## config.mk

```make
export PLATFORM = sky130hd
export DESIGN_NAME = auto_range_elevation_colormap_unit
export DESIGN_NICKNAME = d
export VERILOG_FILES = /design/src/rtl/core/arec_pkg.sv /design/src/rtl/core/auto_range_elevation_colormap_unit.sv
export SDC_FILE = /design/constraint.sdc
export NUM_CORES = 2
export LEC_CHECK = 0
export CORE_UTILIZATION = 45
export CTS_CLUSTER_SIZE = 14
export DETAILED_ROUTE_END_ITERATION = 7
export DONT_BUFFER_PORTS = 1
export SLEW_MARGIN = 20
export SYNTH_ARGS = -nofsm -noshare
export SYNTH_HDL_FRONTEND = slang
export SYNTH_SLANG_ARGS = --single-unit
```

## constraint.sdc

```tcl
create_clock -name clk_i -period 7.64 [get_ports clk_i]
set_input_delay 1.146 -clock clk_i [delete_from_list [all_inputs] [get_ports clk_i]]
set_output_delay 1.146 -clock clk_i [all_outputs]
set_load 0.01 [all_outputs]
```

## src/rtl/core/arec_pkg.sv

```systemverilog
// Shared types and constants for the auto-ranged elevation colormap.
`default_nettype none

package arec_pkg;

  // Commands carried on the input tuser field
  typedef enum logic [1:0] {
    CMD_CLEAR = 2'd0,
    CMD_ACCUM = 2'd1,
    CMD_COLOR = 2'd2
  } arec_cmd_e;

  // Sequencer states
  typedef enum logic [2:0] {
    ST_IDLE,
    ST_NORM,
    ST_SETUP,
    ST_GRAD,
    ST_FIX,
    ST_OUT
  } arec_state_e;

  // Normalized value is unsigned Q1.16
  localparam int unsigned NORM_W = 17;
  localparam logic [NORM_W-1:0] NORM_ONE = 17'd65536;
  localparam logic [NORM_W-1:0] BREAK_LO = 17'd19661;   // 0.3
  localparam logic [NORM_W-1:0] BREAK_HI = 17'd39322;   // 0.6

  // Gradient segment spans
  localparam logic [NORM_W-1:0] SPAN_LO  = BREAK_LO;
  localparam logic [NORM_W-1:0] SPAN_MID = BREAK_HI - BREAK_LO;
  localparam logic [NORM_W-1:0] SPAN_HI  = NORM_ONE - BREAK_HI;

  // Channel dividends stay at or below 255 * SPAN_HI, well under 2^24
  localparam int unsigned LANE_W = 24;
  localparam int unsigned CHAN_W = 8;

  // Reciprocals floor(2^24 / span); with dividends under 2^24 the scaled
  // product is at most one below the true channel quotient
  localparam int unsigned RECIP_SH = 24;
  localparam int unsigned RECIP_W  = 10;
  localparam logic [RECIP_W-1:0] RECIP_LO  = RECIP_W'((32'd1 << RECIP_SH) / 32'(SPAN_LO));
  localparam logic [RECIP_W-1:0] RECIP_MID = RECIP_W'((32'd1 << RECIP_SH) / 32'(SPAN_MID));
  localparam logic [RECIP_W-1:0] RECIP_HI  = RECIP_W'((32'd1 << RECIP_SH) / 32'(SPAN_HI));

  // Step count of the serial divider
  localparam int unsigned STEP_CW = 4;
  localparam logic [STEP_CW-1:0] NORM_LAST = 4'd15;   // 16 quotient bits

  localparam logic [CHAN_W-1:0] CHAN_FULL = 8'hFF;

endpackage

`default_nettype wire

```

## src/rtl/core/auto_range_elevation_colormap_unit.sv

```systemverilog
// Top level of the auto-ranged elevation colormap: range tracker and serial divider.
//
// Usage
//   Input stream (s_axis): tuser carries the command, tdata the signed
//   elevation sample. Clear items empty the tracked range, accumulate items
//   widen it to include the sample, colorize items produce one RGB pixel.
//   Output stream (m_axis): one item per colorize item, {blue, green, red}.
//   Alpha is implied 0xFF and not sent.
// Sequencing
//   Clear and accumulate items are handled while idle; ready stays high.
//   A colorize item runs restoring division in the serial compare-subtract
//   unit for the normalized fraction (skipped when the sample lies at or
//   outside the range ends), then segment setup, reciprocal multiply and
//   quotient fix-up, then is written to the output register. Ready stays
//   low from acceptance until that write, so a colorize item must finish
//   before the next item is taken.
// Reset
//   Asynchronous, active low. The range is emptied (low mark at the most
//   positive value, high mark at the most negative) and the block idles.
// Stall
//   A result waits in the output register while m_axis_tready is low; the
//   block keeps taking items until the next pixel needs that register.
`default_nettype none

module auto_range_elevation_colormap_unit
  import arec_pkg::*;
#(
  parameter int unsigned ELEV_WIDTH = 16,
  parameter int unsigned FRAC_BITS  = 8
) (
  input  wire logic                                clk_i,
  input  wire logic                                rst_ni,
  input  wire logic                                s_axis_tvalid,
  output      logic                                s_axis_tready,
  // tdata: elevation [ELEV_WIDTH-1:0], zero padding above
  input  wire logic [((ELEV_WIDTH+7)/8)*8-1:0]     s_axis_tdata,
  // tuser: cmd [1:0]
  input  wire logic [1:0]                          s_axis_tuser,
  output      logic                                m_axis_tvalid,
  input  wire logic                                m_axis_tready,
  // tdata: red [7:0], green [15:8], blue [23:16]
  output      logic [3*CHAN_W-1:0]                 m_axis_tdata
);

  localparam int unsigned W  = ELEV_WIDTH;
  // Range register must hold both 2^W - 1 and the unit range 2^FRAC_BITS
  localparam int unsigned RW = (ELEV_WIDTH > FRAC_BITS) ? ELEV_WIDTH : FRAC_BITS + 1;
  // Register width covers the shifted remainder and the channel lanes
  localparam int unsigned UW = ((RW + 1) > LANE_W) ? (RW + 1) : LANE_W;

  localparam logic signed [W-1:0] ELEV_MAX = {1'b0, {(W-1){1'b1}}};
  localparam logic signed [W-1:0] ELEV_MIN = {1'b1, {(W-1){1'b0}}};
  localparam logic [RW-1:0]       UNIT_RANGE = {{(RW-1){1'b0}}, 1'b1} << FRAC_BITS;

  arec_state_e state_q, state_d;

  logic signed [W-1:0]   low_q, low_d;
  logic signed [W-1:0]   high_q, high_d;
  logic [STEP_CW-1:0]    cnt_q, cnt_d;
  logic [UW-1:0]         rem_q, rem_d;      // remainder, then lane A dividend
  logic [UW-1:0]         div_q, div_d;      // range, then segment span
  logic [LANE_W-1:0]     remb_q, remb_d;    // lane B dividend
  logic [RECIP_W-1:0]    recip_q, recip_d;  // span reciprocal
  logic [NORM_W-1:0]     n_q, n_d;          // normalized fraction
  logic [CHAN_W-1:0]     qa_q, qa_d;
  logic [CHAN_W-1:0]     qb_q, qb_d;
  logic                  lowseg_q, lowseg_d;
  logic                  out_valid_q, out_valid_d;
  logic [3*CHAN_W-1:0]   pix_q, pix_d;

  logic                  in_fire;
  arec_cmd_e             cmd;
  logic                  out_free;
  logic                  out_load;

  // Accept-time range arithmetic
  logic signed [W:0]     e_ext;
  logic signed [W:0]     range_s;
  logic signed [W:0]     diff_s;
  logic [RW-1:0]         range_eff;
  logic                  diff_pos;
  logic                  diff_sat;

  // Compare-subtract unit of the serial divider
  logic [UW-1:0]         unit_x;
  logic [UW:0]           unit_sub;
  logic                  unit_ge;

  // Segment setup
  logic [NORM_W-1:0]     seg_base;
  logic [NORM_W-1:0]     seg_span;
  logic [RECIP_W-1:0]    seg_recip;
  logic                  seg_top;
  logic [LANE_W-1:0]     base_x128;
  logic [LANE_W-1:0]     base_x255;

  // Channel quotients by reciprocal
  logic [LANE_W+RECIP_W-1:0] prod_a;
  logic [LANE_W+RECIP_W-1:0] prod_b;
  logic [CHAN_W:0]           qa_inc;
  logic [CHAN_W:0]           qb_inc;
  logic [CHAN_W+NORM_W-1:0]  next_a;
  logic [CHAN_W+NORM_W-1:0]  next_b;
  logic                      fix_a;
  logic                      fix_b;

  assign in_fire  = s_axis_tvalid && s_axis_tready;
  assign cmd      = arec_cmd_e'(s_axis_tuser);
  assign out_free = !out_valid_q || m_axis_tready;

  // e - low and high - low, both one bit wider than the samples
  assign e_ext   = {s_axis_tdata[W-1], s_axis_tdata[W-1:0]};
  assign range_s = {high_q[W-1], high_q} - {low_q[W-1], low_q};
  assign diff_s  = e_ext - {low_q[W-1], low_q};

  // Empty or single-value range counts as 1.0
  assign range_eff = (range_s[W] || (range_s == '0)) ? UNIT_RANGE
                                                     : RW'(range_s[W-1:0]);
  assign diff_pos  = !diff_s[W] && (diff_s != '0);
  // diff >= range means the quotient is at least 1.0
  assign diff_sat  = ((RW+1)'(diff_s[W-1:0]) >= {1'b0, range_eff});

  // Normalizing shifts the remainder left each step
  assign unit_x   = {rem_q[UW-2:0], 1'b0};
  assign unit_sub = {1'b0, unit_x} - {1'b0, div_q};
  assign unit_ge  = !unit_sub[UW];

  // Estimate is floor(x * recip / 2^24), then bumped by one if still short
  assign prod_a = rem_q[LANE_W-1:0] * recip_q;
  assign prod_b = remb_q * recip_q;
  assign qa_inc = {1'b0, qa_q} + 1'b1;
  assign qb_inc = {1'b0, qb_q} + 1'b1;
  assign next_a = qa_inc * div_q[NORM_W-1:0];
  assign next_b = qb_inc * div_q[NORM_W-1:0];
  assign fix_a  = ((CHAN_W+NORM_W)'(rem_q[LANE_W-1:0]) >= next_a);
  assign fix_b  = ((CHAN_W+NORM_W)'(remb_q) >= next_b);

  // Gradient segment of the normalized value
  always_comb begin
    seg_top = 1'b0;
    if (n_q < BREAK_LO) begin
      seg_base  = n_q;
      seg_span  = SPAN_LO;
      seg_recip = RECIP_LO;
    end else if (n_q < BREAK_HI) begin
      seg_base  = BREAK_HI - n_q;          // span minus offset into segment
      seg_span  = SPAN_MID;
      seg_recip = RECIP_MID;
    end else begin
      seg_base  = n_q - BREAK_HI;
      seg_span  = SPAN_HI;
      seg_recip = RECIP_HI;
      seg_top   = 1'b1;
    end
  end

  assign base_x128 = LANE_W'({seg_base, 7'b0});
  assign base_x255 = LANE_W'({seg_base, 8'b0}) - LANE_W'(seg_base);

  // Next state
  always_comb begin
    state_d = state_q;
    unique case (state_q)
      ST_IDLE: begin
        if (in_fire && (cmd == CMD_COLOR)) begin
          state_d = (diff_pos && !diff_sat) ? ST_NORM : ST_SETUP;
        end
      end
      ST_NORM: begin
        if (cnt_q == '0) begin
          state_d = ST_SETUP;
        end
      end
      ST_SETUP: state_d = ST_GRAD;
      ST_GRAD:  state_d = ST_FIX;
      ST_FIX:   state_d = ST_OUT;
      ST_OUT: begin
        if (out_free) begin
          state_d = ST_IDLE;
        end
      end
      default: state_d = ST_IDLE;
    endcase
  end

  // Datapath and range updates
  always_comb begin
    low_d    = low_q;
    high_d   = high_q;
    cnt_d    = cnt_q;
    rem_d    = rem_q;
    div_d    = div_q;
    remb_d   = remb_q;
    recip_d  = recip_q;
    n_d      = n_q;
    qa_d     = qa_q;
    qb_d     = qb_q;
    lowseg_d = lowseg_q;
    unique case (state_q)
      ST_IDLE: begin
        if (in_fire) begin
          case (cmd)
            CMD_CLEAR: begin
              low_d  = ELEV_MAX;
              high_d = ELEV_MIN;
            end
            CMD_ACCUM: begin
              if ($signed(s_axis_tdata[W-1:0]) < low_q) begin
                low_d = s_axis_tdata[W-1:0];
              end
              if ($signed(s_axis_tdata[W-1:0]) > high_q) begin
                high_d = s_axis_tdata[W-1:0];
              end
            end
            CMD_COLOR: begin
              rem_d = UW'(diff_s[W-1:0]);
              div_d = UW'(range_eff);
              cnt_d = NORM_LAST;
              if (!diff_pos) begin
                n_d = '0;
              end else if (diff_sat) begin
                n_d = NORM_ONE;
              end else begin
                n_d = '0;
              end
            end
            default: ;   // unused code: no effect
          endcase
        end
      end
      ST_NORM: begin
        rem_d = unit_ge ? unit_sub[UW-1:0] : unit_x;
        n_d   = {n_q[NORM_W-2:0], unit_ge};
        cnt_d = cnt_q - 1'b1;
      end
      ST_SETUP: begin
        rem_d    = UW'(seg_top ? base_x255 : base_x128);
        remb_d   = base_x255;
        div_d    = UW'(seg_span);
        recip_d  = seg_recip;
        lowseg_d = (n_q < BREAK_LO);
      end
      ST_GRAD: begin
        qa_d = prod_a[RECIP_SH +: CHAN_W];
        qb_d = prod_b[RECIP_SH +: CHAN_W];
      end
      ST_FIX: begin
        qa_d = qa_q + CHAN_W'(fix_a);
        qb_d = qb_q + CHAN_W'(fix_b);
      end
      ST_OUT: ;
      default: ;
    endcase
  end

  // Handshake and result outputs
  always_comb begin
    s_axis_tready = (state_q == ST_IDLE);
    out_load      = (state_q == ST_OUT) && out_free;
    out_valid_d   = out_load || (out_valid_q && !m_axis_tready);
    // Low segment: red 128n/S, green 255n/S, blue full.
    // Other segments: green full, blue from lane B (equals red at the top).
    pix_d = out_load ? {lowseg_q ? CHAN_FULL : qb_q,
                        lowseg_q ? qb_q : CHAN_FULL,
                        qa_q}
                     : pix_q;
    m_axis_tvalid = out_valid_q;
    m_axis_tdata  = pix_q;
  end

  always_ff @(posedge clk_i or negedge rst_ni) begin
    if (!rst_ni) begin
      state_q     <= ST_IDLE;
      low_q       <= ELEV_MAX;
      high_q      <= ELEV_MIN;
      cnt_q       <= '0;
      out_valid_q <= 1'b0;
    end else begin
      state_q     <= state_d;
      low_q       <= low_d;
      high_q      <= high_d;
      cnt_q       <= cnt_d;
      out_valid_q <= out_valid_d;
    end
  end

  always_ff @(posedge clk_i) begin
    rem_q    <= rem_d;
    div_q    <= div_d;
    remb_q   <= remb_d;
    recip_q  <= recip_d;
    n_q      <= n_d;
    qa_q     <= qa_d;
    qb_q     <= qb_d;
    lowseg_q <= lowseg_d;
    pix_q    <= pix_d;
  end

endmodule

`default_nettype wire
```

== Word-level counts from Yosys, hierarchy flattened ==
Index checks and enable logic that the tools add are counted.
Storage, ports and cells
  register bits: 180
  input port bits: 22
  output and inout port bits: 26
  word-level logic and storage cells: 117
Cells by class
  $add $sub $neg: 11
  multipliers: 4
  $lt $le $gt $ge: 7
  equality and inequality tests: 14
  mux-type cells: 35
  reductions and logical operators: 30
Operator list (count)
  $mux W24: 6
  $mux W17: 6
  $pmux W24 S3: 1
  $mul A24 B10 Y32: 2
  $pmux W16 S2: 2
  $ge A24 B25 Y1: 2
  $mul A9 B17 Y25: 2
  $mux W16: 3
  $pmux W24 S2: 1
  $pmux W17 S2: 1
  $sub A16 B16 Y17: 2
  $pmux W8 S2: 2
  $mux W14: 2
  $sub A24 B24 Y25: 1
  $sub A24 B17 Y24: 1
  $add A8 B1 Y9 const B: 2
  $pmux W3 S6: 1
  $logic_not A17 Y1: 1
  $lt A17 B15 Y1 const B: 1
  $lt A17 B16 Y1 const B: 1
  $reduce_bool A17 Y1: 1
  $sub A16 B17 Y17 const A: 1
  $sub A17 B16 Y17 const B: 1
  $add A8 B1 Y8: 2
  27 further kinds: 56

== Depth between registers and ports, before layout ==
  depth after elaboration: 10
  mapped depth: 40
  depth with buffers taken out: 39

== Least setup slack after synthesis ==
No wires, ideal clock.
  path type: register to register
  start point: register qb_q[1]
  end point: register qb_q[6], data pin
  library setup time: 265 ps
  data arrival time: 7390 ps
  data required time: 7375 ps
  path slack: -15 ps
  cell stages (with the launch flop): 39
  path buffers: 1
  clock period less this slack: 7655 ps
  path through: edfxtp_1 ha_1 xor2_1 clkbuf_1 nand2_1 fa_1 fa_1 inv_1 ha_1 inv_1 fa_1 inv_1 fa_1 a21oi_1 nor2_1 nor2_1 o21bai_1 a21oi_1 (+3 left out) a21oi_1 o21bai_1 a21oi_1 xor2_1 ha_1 a21o_1 a21o_1 a21oi_1 o211ai_1 o21ai_0 a21oi_1 ha_1 ha_1 nand3_1 nor2_1 xor2_1 nand2_1 o21ai_1
Between the ends
  cells in the longest elaborated chain, start to end: 5
RTL lines
  from (decl): line auto_range_elevation_colormap_unit.sv:66  | logic [CHAN_W-1:0] qb_q, qb_d;
  from (signal assigned): line auto_range_elevation_colormap_unit.sv:294  | qb_q <= qb_d;
  $add A8 B1 Y9: line auto_range_elevation_colormap_unit.sv:132  | assign qb_inc = {1'b0, qb_q} + 1'b1;
  $mul A9 B17 Y25: line auto_range_elevation_colormap_unit.sv:134  | assign next_b = qb_inc * div_q[NORM_W-1:0];
  $ge A24 B25 Y1: line auto_range_elevation_colormap_unit.sv:136  | assign fix_b = ((CHAN_W+NORM_W)'(remb_q) >= next_b);
  $add A8 B1 Y8 (*): line auto_range_elevation_colormap_unit.sv:249  | qb_d = qb_q + CHAN_W'(fix_b);
  $pmux W8 S2 (*): line auto_range_elevation_colormap_unit.sv:199  | unique case (state_q)
  named net qb_d[6]: line auto_range_elevation_colormap_unit.sv:66
The timed path passes the listed nets; every way through them passes the cells marked *.
A chain may end at the register's enable or synchronous reset.

== Final worst setup path ==
  start point: register qa_q[0]
  end point: register qa_q[3], data pin
Between the ends
  cells in the longest elaborated chain, start to end: 5
RTL lines
  from (decl): line auto_range_elevation_colormap_unit.sv:65  | logic [CHAN_W-1:0] qa_q, qa_d;
  from (signal assigned): line auto_range_elevation_colormap_unit.sv:293  | qa_q <= qa_d;
  $add A8 B1 Y9: line auto_range_elevation_colormap_unit.sv:131  | assign qa_inc = {1'b0, qa_q} + 1'b1;
  $mul A9 B17 Y25: line auto_range_elevation_colormap_unit.sv:133  | assign next_a = qa_inc * div_q[NORM_W-1:0];
  $ge A24 B25 Y1: line auto_range_elevation_colormap_unit.sv:135  | assign fix_a = ((CHAN_W+NORM_W)'(rem_q[LANE_W-1:0]) >= next_a);
  $add A8 B1 Y8 (*): line auto_range_elevation_colormap_unit.sv:248  | qa_d = qa_q + CHAN_W'(fix_a);
  $pmux W8 S2 (*): line auto_range_elevation_colormap_unit.sv:199
  named net qa_d[3]: line auto_range_elevation_colormap_unit.sv:65
Marked as above.

==> Flow_metrics.wiki <==
{| class="wikitable"
! Metric !! Value
|-
| Average instance area after synthesis || 9.45 sq um
|-
| Die boundary height || 259 microns
|-
| Dominant register cell in the synthesized netlist || edfxtp_1
|-
| Initial core utilization || 0.457
|-
| Detailed-routing iteration count for the pre-antenna-repair pass || 5
|-
| Share of layout cells above drive strength 1 || 0.117
|-
| Routability congestion estimate || 0.951
|-
| Count of state elements after synthesis || 164
|-
| Worst hold margin || ~0.34 ns
|-
| Total I/O pin count || 48
|-
| Crit path kind || flop to flop
|-
| CTS Buf Count || 17
|-
| Register-to-register setup slack || 0.08 ns
|-
| Clock-pin slew of the registers on the worst-case setup and hold paths || 0.07 ns
|-
| Total via count after detailed routing || 23,400
|-
| Clock tree from TritonCTS || yes
|-
| Core Region || 0.0648 sq mm
|-
| Via count of the first global-routing pass || 24,700
|-
| Fraction of synthesized area in multiplexers || 0.00523
|-
| Setup crit end kind || flop
|-
| Cells on worst reg2reg path || 34
|-
| Worst reg2reg startpoint || qa_q[0]
|-
| Detailed placement HPWL || 70,300 microns
|-
| Synth warn || 0
|-
| Top fanout value on the critical path || 5
|-
| Largest buffer count on any clock path || 2
|-
| Final setup violation count || 0
|-
| Port Buffer Count || 0
|-
| Post-route DRC || 0
|-
| Cell repeated most along the worst path || fa_1
|-
| Share of the core filled with cells || 0.510
|-
| Number of enable flip-flop cells after synthesis || ~120
|-
| Area growth syn-to-layout || 11.4%
|-
| Required @ worst endpoint || 7.85 ns
|-
| Worst setup slack after layout || 0.0800 ns
|-
| CP top delay family || adder cells
|-
| Critical Path Max Stage Delay || 0.58 ns
|-
| Crit path arrival time || 7.77 ns
|-
| Slowest stage cell on the critical path || fa_1
|-
| Upper clock frequency limit || 132 MHz
|-
| Slew HR || 0.267
|-
| Max Slew Vio Count || 0
|-
| Clock latency on the worst-skew pair || 0.49 ns
|-
| Fin Clk Skew || 0.00890 ns
|-
| Worst-Margin Slew || roughly 1.1 ns
|-
| Gr usage total || 0.264
|-
| Outcome || finished, final reports clean
|-
| Cell variety after synth || 88
|-
| Die area || around 0.067 sq mm
|-
| Routed length per instance || 21.0 microns
|-
| Main combinational cell family by area after synthesis || adder cells
|-
| Async set or reset register ratio after synthesis || 0.244
|-
| Fraction of synthesized cell area in xor and xnor cells || 0.0461
|-
| Total wire length || ~86,000 microns
|-
| Fraction of the mapped netlist area in compound gates || 0.121
|-
| Total Negative Setup Slacks || 0 ns
|-
| R2R Path End || qa_q[3]
|-
| H-tree depth || 4
|-
| Post-DRT Antenna Nets || 0
|-
| Mapped cell area || 0.0296 sq mm
|-
| Synth Area in Simple Gates || 0.153
|-
| Share of Yosys cell area claimed by the top area cell type || 0.273
|-
| Count of inserted antenna diode cells || 0
|-
| Root buffer selected by CTS || clkbuf_16
|-
| Wire length of the first global-routing pass || 137,000 microns
|-
| Max-cap violations || 0
|-
| Library cell occupying the most area in the post-synthesis netlist || fa_1
|-
| Synthesized net count || 3,986
|-
| Hold crit path type || primary input to asynchronous set/reset pin
|-
| Total count of hold-check failures in the final report || 0
|-
| Setup repair after global routing missed its margin || true
|-
| Number of antenna violations at the first check in global routing || 0
|-
| Final period utilization || 0.990
|-
| Synth area leaders || fa_1, ha_1, edfxtp_1
|-
| Die width || 259 microns
|-
| Core Rows || 93
|-
| Buffer and inverter count on the worst path || 5
|-
| Critical path launch point type || flop
|-
| Pin count of the biggest net entering global routing || between 40 and 50
|-
| Detailed-route vias per instance || 5.70
|-
| Post-synthesis cell count || approximately 3,100
|-
| Dpl ws || -0.131 ns
|-
| Net total in the final layout || 4,089
|-
| DR iter-0 viols || 1,839
|-
| Fin crit period || 7.56 ns
|-
| Sinks on the clock net || approximately 160
|-
| Total overflow reported by the global router || 0
|-
| Sequential area share after synthesis || 0.160
|-
| Arithmetic-cell share of the synthesized area counting full adders, half adders and majority gates || 0.451
|}
[area by class of cell]
class / instances / area (sq um)
Sequential cell: 164 / 4740
Clock inverter: 14 / 140
Timing Repair Buffer: 189 / 1520
Clock buffer: 18 / 429
Inverter: 397 / 1500
Fill cell: 5929 / 31800
Multi-Input combinational cell: 2472 / 23600
Tap cell: 855 / 1070
[repair_timing]
action | in CTS | in global routing
resized for setup | 8 | 138
gates cloned | 0 | 2
endpoints found under the setup margin | 9 | 16
endpoints found under the hold margin | 0 | 0
hold buffers | 0 | 0
pin swaps | 1 | 105
buffers inserted | 3 | 38
[layout by cell type (no fill, tap or decap), types with 21 or more instances in the layout]
| cell | netlist | layout |
|---|---|---|
| nor2b_1 | 27 | 27 |
| nor2_1 | 262 | 252 |
| ha_1 | 421 | 406 |
| o21a_1 | 47 | 47 |
| and2_1 | 98 | 98 |
| nand2_1 | 252 | 247 |
| xor2_1 | 60 | 52 |
| a21oi_1 | 139 | 123 |
| a21o_1 | 68 | 68 |
| fa_1 | 405 | 401 |
| dfrtp_1 | 24 | 24 |
| buf_4 | 2 | 170 |
| nand4_1 | 34 | 34 |
| and3_1 | 21 | 21 |
| nand2b_1 | 66 | 66 |
| xnor2_1 | 96 | 91 |
| nor3_1 | 69 | 66 |
| edfxtp_1 | 124 | 124 |
| nand3_1 | 36 | 28 |
| inv_1 | 389 | 384 |
| o21ai_0 | 87 | 77 |
[state kept, by name, indices dropped and copies added, names as in the netlist, 8 cells and up]
register      cells
qb_q              8
remb_q           24
low_q            16
high_q           16
rem_q            24
div_q            16
n_q              17
m_axis_tdata     24
qa_q              8
[layer usage]
metal | vias to the layer above | wire length [microns] | track usage
li1 | 10800 | - | -
met1 | 11800 | 38600 | 0.365
met2 | 763 | 40200 | 0.426
met3 | 141 | 4730 | 0.0334
met4 | 0 | 2710 | 0.0891
met5 | - | 0 | 0
[synthesized netlist by cell type (all sizes together) (15+ instances only)]
cell,instances
o21a,47
ha,421
nand2b,66
and3,22
nor2b,27
clkbuf,90
a22o,16
buf,15
xnor2,96
a211oi,21
fa,405
o21ai,98
and2,100
nand4,34
nand2,253
inv,391
a31oi,15
nor2,264
or2,19
a21o,68
a21oi,142
o31ai,17
nor4,21
nand3,36
edfxtp,124
nor3,70
dfstp,16
xor2,60
dfrtp,24
[kinds of logic after synthesis]
family	Yosys count
simple gates	941
compound gates	534
fa+ha+maj	826
xor+xnor	156
mux	15
buf+inv	502
flops	164
[how the worst max path moves through the flow]
stage | slack (ns) | endpoint | from | cells after the start
after global placement | 0.11 | qb_q[6] | qb_q[1] | 36
final | 0.08 | qa_q[3] | qa_q[0] | 34
after detailed placement | -0.13 | qa_q[6] | qa_q[2] | 33
after global routing | -0.31 | qa_q[3] | qa_q[0] | 33
after CTS | 0.007 | qb_q[6] | qb_q[0] | 37
after floorplan | 0.06 | qb_q[6] | qb_q[1] | 38
[per-stage QoR]
step | area [sq um] | cells
2_1_floorplan | 29600 | 3138
3_3_place_gp | 31400 | 4034
3_5_place_dp | 31400 | 4034
4_1_cts | 32100 | 4069
5_1_grt | 33000 | 4109
6_report | 33000 | 4109
Power is left out: the tool's default activity adds up to more than one toggle a clock period on the data nets, which glitch-free logic cannot reach.
